<file path="src/hw/rtl/smeu_pkg.sv">
// ----------------------------------------------------------------------------
// Stack machine execute unit package
// Shared widths, operation and status codes, and controller/datapath structs.
// ----------------------------------------------------------------------------
package smeu_pkg;

  localparam int unsigned DATA_WIDTH  = 32;
  localparam int unsigned STACK_DEPTH = 512;
  localparam int unsigned PTR_W       = $clog2(STACK_DEPTH);
  localparam int unsigned DEPTH_W     = $clog2(STACK_DEPTH + 1);
  localparam int unsigned CNT_W       = $clog2(DATA_WIDTH + 1);
  localparam int unsigned OP_W        = 3;
  localparam int unsigned STATUS_W    = 3;
  localparam int unsigned VALUE_W     = 32;

  typedef logic [DATA_WIDTH-1:0] word_t;

  typedef enum logic [OP_W-1:0] {
    OP_PUSH = 3'd0,
    OP_POP  = 3'd1,
    OP_ADD  = 3'd2,
    OP_SUB  = 3'd3,
    OP_MUL  = 3'd4,
    OP_DIV  = 3'd5,
    OP_HALT = 3'd6
  } op_e;

  typedef enum logic [STATUS_W-1:0] {
    ST_OK    = 3'd0,
    ST_UNDER = 3'd1,
    ST_OVER  = 3'd2,
    ST_DIVZ  = 3'd3,
    ST_HALT  = 3'd4
  } status_e;

  // controller -> datapath
  typedef struct packed {
    logic    capture;    // latch instruction, clear result
    logic    rd_next;    // read second element instead of top
    logic    load_a;
    logic    load_b;
    logic    push;
    logic    pop;
    logic    calc;       // add / sub / mul into result reg
    logic    div_start;
    logic    div_step;
    logic    write_back;
    logic    set_halt;
    logic    set_res;    // status-only result
    status_e res_status;
    logic    emit;       // move result to output register
  } cmd_t;

  // datapath -> controller
  typedef struct packed {
    op_e  op;
    logic halted;
    logic full;
    logic empty;
    logic lt2;
    logic b_zero;
    logic div_done;
    logic out_free;
  } stat_t;

endpackage

</file>
<file path="src/hw/rtl/smeu_ctrl.sv">
// ----------------------------------------------------------------------------
// Stack machine execute unit controller
// One-hot sequencer issuing datapath commands per instruction.
// ----------------------------------------------------------------------------
module smeu_ctrl (
  input  logic             clk_i,
  input  logic             rst_ni,
  input  logic             in_valid_i,
  output logic             in_ready_o,
  input  smeu_pkg::stat_t  stat_i,
  output smeu_pkg::cmd_t   cmd_o
);

  typedef enum logic [6:0] {
    S_IDLE = 7'b0000001,
    S_DEC  = 7'b0000010,
    S_RDB  = 7'b0000100,
    S_EXEC = 7'b0001000,
    S_DIV  = 7'b0010000,
    S_WB   = 7'b0100000,
    S_FIN  = 7'b1000000
  } state_e;

  state_e state_q, state_d;

  always_comb begin
    state_d = state_q;
    cmd_o   = '0;
    cmd_o.res_status = smeu_pkg::ST_OK;
    case (state_q)
      S_IDLE: begin
        if (in_valid_i) begin
          cmd_o.capture = 1'b1;
          state_d       = S_DEC;
        end
      end
      S_DEC: begin
        state_d = S_FIN;
        if (stat_i.halted) begin
          cmd_o.set_res    = 1'b1;
          cmd_o.res_status = smeu_pkg::ST_HALT;
        end else begin
          case (stat_i.op)
            smeu_pkg::OP_HALT: begin
              cmd_o.set_halt   = 1'b1;
              cmd_o.set_res    = 1'b1;
              cmd_o.res_status = smeu_pkg::ST_HALT;
            end
            smeu_pkg::OP_PUSH: begin
              if (stat_i.full) begin
                cmd_o.set_res    = 1'b1;
                cmd_o.res_status = smeu_pkg::ST_OVER;
              end else begin
                cmd_o.push = 1'b1;
              end
            end
            smeu_pkg::OP_POP: begin
              if (stat_i.empty) begin
                cmd_o.set_res    = 1'b1;
                cmd_o.res_status = smeu_pkg::ST_UNDER;
              end else begin
                cmd_o.pop = 1'b1;
              end
            end
            smeu_pkg::OP_ADD, smeu_pkg::OP_SUB,
            smeu_pkg::OP_MUL, smeu_pkg::OP_DIV: begin
              if (stat_i.lt2) begin
                cmd_o.set_res    = 1'b1;
                cmd_o.res_status = smeu_pkg::ST_UNDER;
              end else begin
                cmd_o.load_a  = 1'b1;
                cmd_o.rd_next = 1'b1;
                state_d       = S_RDB;
              end
            end
            default: ; // unused opcode: no effect, status ok
          endcase
        end
      end
      S_RDB: begin
        cmd_o.load_b = 1'b1;
        state_d      = S_EXEC;
      end
      S_EXEC: begin
        if (stat_i.op == smeu_pkg::OP_DIV) begin
          if (stat_i.b_zero) begin
            cmd_o.set_res    = 1'b1;
            cmd_o.res_status = smeu_pkg::ST_DIVZ;
            state_d          = S_FIN;
          end else begin
            cmd_o.div_start = 1'b1;
            state_d         = S_DIV;
          end
        end else begin
          cmd_o.calc = 1'b1;
          state_d    = S_WB;
        end
      end
      S_DIV: begin
        if (stat_i.div_done) begin
          state_d = S_WB;
        end else begin
          cmd_o.div_step = 1'b1;
        end
      end
      S_WB: begin
        cmd_o.write_back = 1'b1;
        state_d          = S_FIN;
      end
      S_FIN: begin
        if (stat_i.out_free) begin
          cmd_o.emit = 1'b1;
          state_d    = S_IDLE;
        end
      end
      default: state_d = S_IDLE;
    endcase
  end

  always_ff @(posedge clk_i or negedge rst_ni) begin
    if (!rst_ni) begin
      state_q <= S_IDLE;
    end else begin
      state_q <= state_d;
    end
  end

  assign in_ready_o = (state_q == S_IDLE);

endmodule

</file>
<file path="config.mk">
export PLATFORM = sky130hd
export DESIGN_NAME = smeu_ctrl
export DESIGN_NICKNAME = d
export VERILOG_FILES = /design/src/hw/rtl/smeu_pkg.sv /design/src/hw/rtl/smeu_ctrl.sv
export SDC_FILE = /design/constraint.sdc
export NUM_CORES = 1
export LEC_CHECK = 0
export ABC_AREA = 1
export BUFFER_PORTS_ARGS = -buffer_cell sky130_fd_sc_hd__buf_2
export CAP_MARGIN = 40
export CORE_MARGIN = 1
export CORE_UTILIZATION = 45
export DETAILED_ROUTE_END_ITERATION = 16
export MAX_ROUTING_LAYER = met4
export PLACE_DENSITY = 0.8
export SLEW_MARGIN = 10
export SYNTH_ARGS = -nofsm -noshare
export SYNTH_HDL_FRONTEND = slang
export SYNTH_SLANG_ARGS = --single-unit
</file>
<file path="constraint.sdc">
create_clock -name clk_i -period 1.64 [get_ports clk_i]
set_clock_uncertainty 0.2 [all_clocks]
set_input_delay 0.164 -clock clk_i [delete_from_list [all_inputs] [get_ports clk_i]]
set_output_delay 0.164 -clock clk_i [all_outputs]
set_load 0.01 [all_outputs]
</file>
* Word level (Yosys, flattened, before mapping)
Index checks and enable logic that the tools add are counted.
Word-level totals: bits in registers 7, bits of input ports 13, output and inout port bits 17
Operators by class: eq/ne operators 16, muxes and demuxes 42, reduce and logical (&&, ||, !) cells 3
Operators by type and width (count):
- 2-to-1 mux 7 bit | 8
- case mux 7 bit (7 select lines) | 1
- 2-to-1 mux 4 bit | 6
- 2-to-1 mux 1 bit | 18
- case mux 4 bit (4 select lines) | 1
- 2-to-1 mux 2 bit | 7
- equality test 3 bit, second input constant | 3
- case mux 4 bit (2 select lines) | 1
- equality test 7 x 1 -> 1 bit, second input constant | 1
- equality test 7 x 2 -> 1 bit, second input constant | 1
- equality test 7 x 3 -> 1 bit, second input constant | 1
- equality test 7 x 4 -> 1 bit, second input constant | 1
- equality test 7 x 5 -> 1 bit, second input constant | 1
- equality test 7 x 6 -> 1 bit, second input constant | 1
- equality test 7 bit, second input constant | 1
- equality test 3 x 2 -> 1 bit, second input constant | 2
- != test 2 bit, second input constant | 3
- OR reduction 4 bit | 1
- equality test 3 x 1 -> 1 bit, second input constant | 1
- zero test 3 bit | 1
- AND reduction 3 bit | 1

* Depth between registers and ports, before layout
word-level depth 5, gate-level depth with buffers 8

* Worst setup path after synthesis
OpenSTA, ideal clock, no wires.
path type reg-to-output, from register state_q[2], to output cmd_o[14] (netlist bit), arrival 1.198 ns, path slack 0.078 ns, cell stages (with the launch flop) 7, path buffers 1, cells stage by stage dfrtp_1 nor2_2 nand3_2 nor2_8 inv_2 nor2_1 buf_4
RTL lines:
- start, declared | RTL line smeu_ctrl.sv:24 | state_e state_q, state_d;
- start signal, assigned | RTL line smeu_ctrl.sv:124 | state_q <= state_d;
- end, declared | RTL line smeu_ctrl.sv:11 | output smeu_pkg::cmd_t cmd_o

==> run_results.csv <==
group,metric,value,unit
run_status,status,"finished with violations",
run_status,violations,"negative setup slack",
worst_setup_path,timing.critical_path.required,1280,ps
cells_and_area,reg_top3,"state_q (7)",
route,drc,0,
route,drt_iter0_markers,13,
die,floorplan.initialDensity,49.1,%
synth,netlist-cell-type-count,25,
min_path,hold_path_class,"in2reg",
cells_and_area,area_occupied_by_multi_input_gates,440,um^2
cells_and_area,most-common-layout-cells,"28 x sky130_fd_sc_hd__buf_2, 16 x sky130_fd_sc_hd__inv_1, 15 x sky130_fd_sc_hd__nand2_1",
timing,timing_hold_violations_final,0,
worst_setup_path,critical_path.startpoint_type,"register",
synth,synth-main-ff-cell,"sky130_fd_sc_hd__dfrtp_1",
route,antenna_violating_nets_post_route,0,
route,number_of_vias_in_the_routed_layout,752,
worst_setup_path,worst_r2r_path_depth,9,
grt,grt_max_degree,8,
place,preCtsSetupSlack,-13.4,ps
worst_setup_path,worst-setup-path-type,"reg2out",
cells_and_area,top_register,"state_q",
cts,h-tree-depth,1,
place,buffer_ports.inserted,29,
cells_and_area,final_core_util,74.6,%
timing,layout_setup_ws,-172,ps
cts,cts_tree,"done",
synth,number_of_enable_type_register_cells_in_the_synthesized_netlist,0,
cells_and_area,largest_register_ff_count,7,
synth,postSynthAreaPerCell,6.60,um^2
synth,asr_flop_ratio_synth,100,%
route,drt_pass1_iterations,4,
worst_setup_path,worst_path_max_delay_cell,"sky130_fd_sc_hd__dfrtp_1",
place,place.detailed.hpwl,1.17,mm
grt,grt_first_pass_wirelength,2.44,mm
die,area_of_the_core_region,1320,um^2
grt,grt_overflow_total,0,
synth,seq_total_area_yosys,27.3,%
die,top_level_ports,30,
cts,clk_root_buf,"sky130_fd_sc_hd__clkbuf_4",
place,postPlaceCellArea,803,um^2
synth,post_synth_inst_count,98,
timing,tightest_slew,215,ps
timing,final_count_of_pins_violating_max_slew,0,
die,fp.dieW,39.9,um
cells_and_area,postLayoutCellArea,983,um^2
die,fp.dieArea,1590,um^2
route,avgViaCountPerCell,4.82,
cts,clock_sinks,7,
worst_setup_path,arrival,1450,ps
synth,synth.yosys.warnings,0,
timing,max-slew-margin-rel,85.6,%
cts,worst_skew_pair.late_latency,240,ps
worst_setup_path,r2r-end,"state_q[0]$_DFFE_PN1P_",
cts,ctsLongestPathBuffers,2,
grt,number_of_global_route_vias_before_repair,609,
min_path,timing.hold.worst.start,"stat_i[2]",
worst_setup_path,setup_slack_of_the_most_critical_reg_to_reg_path,10,ps
power_and_ir_drop,leakagePower,0.556,nW
worst_setup_path,critical_path_peak_fanout,5,
worst_setup_path,crit_path_start,"state_q[5]$_DFFE_PN0P_",
timing,setup_repair_after_global_routing_missed_its_margin,"true",
cts,cts-buffers-inserted,3,
timing,setup_viol,17,
cells_and_area,drive_gt1_share,49.6,%
die,placementRows,13,
timing,final.period_utilization,110,%
grt,antenna_found_initial,0,
synth,synth.cell_area,647,um^2
worst_setup_path,crit_chain,"nor2_4 -> nand2_4 -> nor2_8 -> nand2_4 -> a21oi_2 -> nand2_1 -> nand2_1 -> buf_2",
cts,path_clk_slew,50,ps
place,gp_congestion,0.715,
cells_and_area,fin_nets,155,
place,numPlacedInstances,141,
grt,grtUsageTotal,23.8,%
die,floorplan.die.height,39.9,um
route,routedWlPerCell,10.6,um
cells_and_area,sequential_cell_area,176,um^2
cells_and_area,fin_cells,156,
power_and_ir_drop,power_density,1010,nW/um^2
cells_and_area,most_common_cell_after_layout_fill_and_taps_aside,"sky130_fd_sc_hd__buf_2",
cells_and_area,area_growth,52.0,%
route,wl,1.65,mm
synth,ys_seq_elements,7,
power_and_ir_drop,ir_drop,603,uV
cells_and_area,n_antenna_cell,0,
synth,syn-num-nets,111,
worst_setup_path,cp-endpoint,"cmd_o[1]",
worst_setup_path,crit_path_end_kind,"primary output",
run,max-cap-violations,0,
worst_setup_path,critical_path.max_stage_delay,410,ps
cells_and_area,filler_cell_count,96,
worst_setup_path,r2r_path_start,"state_q[3]$_DFFE_PN0P_",
timing,fin_hold_ws,20.4,ps
timing,fmax,552,MHz
timing,period_needed,1810,ps
routing by layer:
| metal | part of all wire [%] | global-route usage [%] |
|---|---|---|
| met2 | 51 | 39.5 |
| met3 | 5.8 | 3.41 |
| met1 | 39 | 26.5 |
| met5 | 0 | - |
| met4 | 3.7 | 14.7 |
synthesized netlist by cell type, types with 3 or more instances:
library cell / number / share of area, %
sky130_fd_sc_hd__dfrtp_1: 6 / 23
sky130_fd_sc_hd__inv_1: 16 / 9.3
sky130_fd_sc_hd__inv_2: 4 / 2.3
sky130_fd_sc_hd__nand2_1: 17 / 9.9
sky130_fd_sc_hd__nand3_1: 7 / 5.4
sky130_fd_sc_hd__nor2_1: 17 / 9.9
sky130_fd_sc_hd__nor2_2: 5 / 4.8
sky130_fd_sc_hd__nor3_1: 3 / 2.3
logic make-up after synthesis:
kind of cell / Yosys count / synth area share, %
AO/OA/AOI/OAI: 7 / 7.54
buffers and inverters: 22 / 13.3
flip-flops: 7 / 27.3
AND/OR/NAND/NOR: 62 / 51.8
where the power goes:
part / leakage [nW] / switching (mW) / internal, mW
sequential: 0.0931 / 0.0411 / 0.216
combinational: 0.448 / 0.338 / 0.243
clock: 0.0150 / 0.0611 / 0.0927
total: 0.556 / 0.440 / 0.551
repair_timing:
| item | CTS | global route |
|---|---|---|
| setup endpoints to repair | 15 | 18 |
| resized for setup | 13 | 3 |
| pin swaps | 7 | 4 |
| hold buffers | 2 | 0 |
| endpoints found under the hold margin | 8 | 0 |
| setup buffers | 8 | 1 |
how the worst min path moves through the flow:
| stage | endpoint | slack [ps] | cells past startpoint |
|---|---|---|---|
| floorplan | state_q[1]$_DFFE_PN0P_ | -330 | 0 |
| global route | state_q[1]$_DFFE_PN0P_ | 20 | 3 |
| detailed placement | state_q[3]$_DFFE_PN0P_ | -190 | 1 |
| CTS | state_q[1]$_DFFE_PN0P_ | 5 | 3 |
| global placement | state_q[3]$_DFFE_PN0P_ | -190 | 1 |
| finish | state_q[4]$_DFFE_PN0P_ | 20 | 3 |
critical path, delay by kind of cell (launching register included):
family	cells	cell delay (ps)
AOI/OAI and AO/OA	1	100
and+or+nand+nor	6	570
DFF	1	410
buffers and inverters	1	120
metrics by stage:
step / TNS, ps / total power, mW
5_1_grt: -3130 / 1.07
3_5_place_dp: -13.4 / 0.654
3_3_place_gp: -6.81 / 0.644
6_report: -1630 / 0.991
4_1_cts: -1720 / 0.958
2_1_floorplan: 0 / 0.546
area by class of cell:
cell class,count,share of cell area (%)
multi-input combinational,69,44.8
timing repair buffer,40,24.7
sequential,7,17.9
inverter,21,8.02
clock buffer,4,2.67
tap,15,1.91
Note: power is estimated with default switching activity, not from simulation.
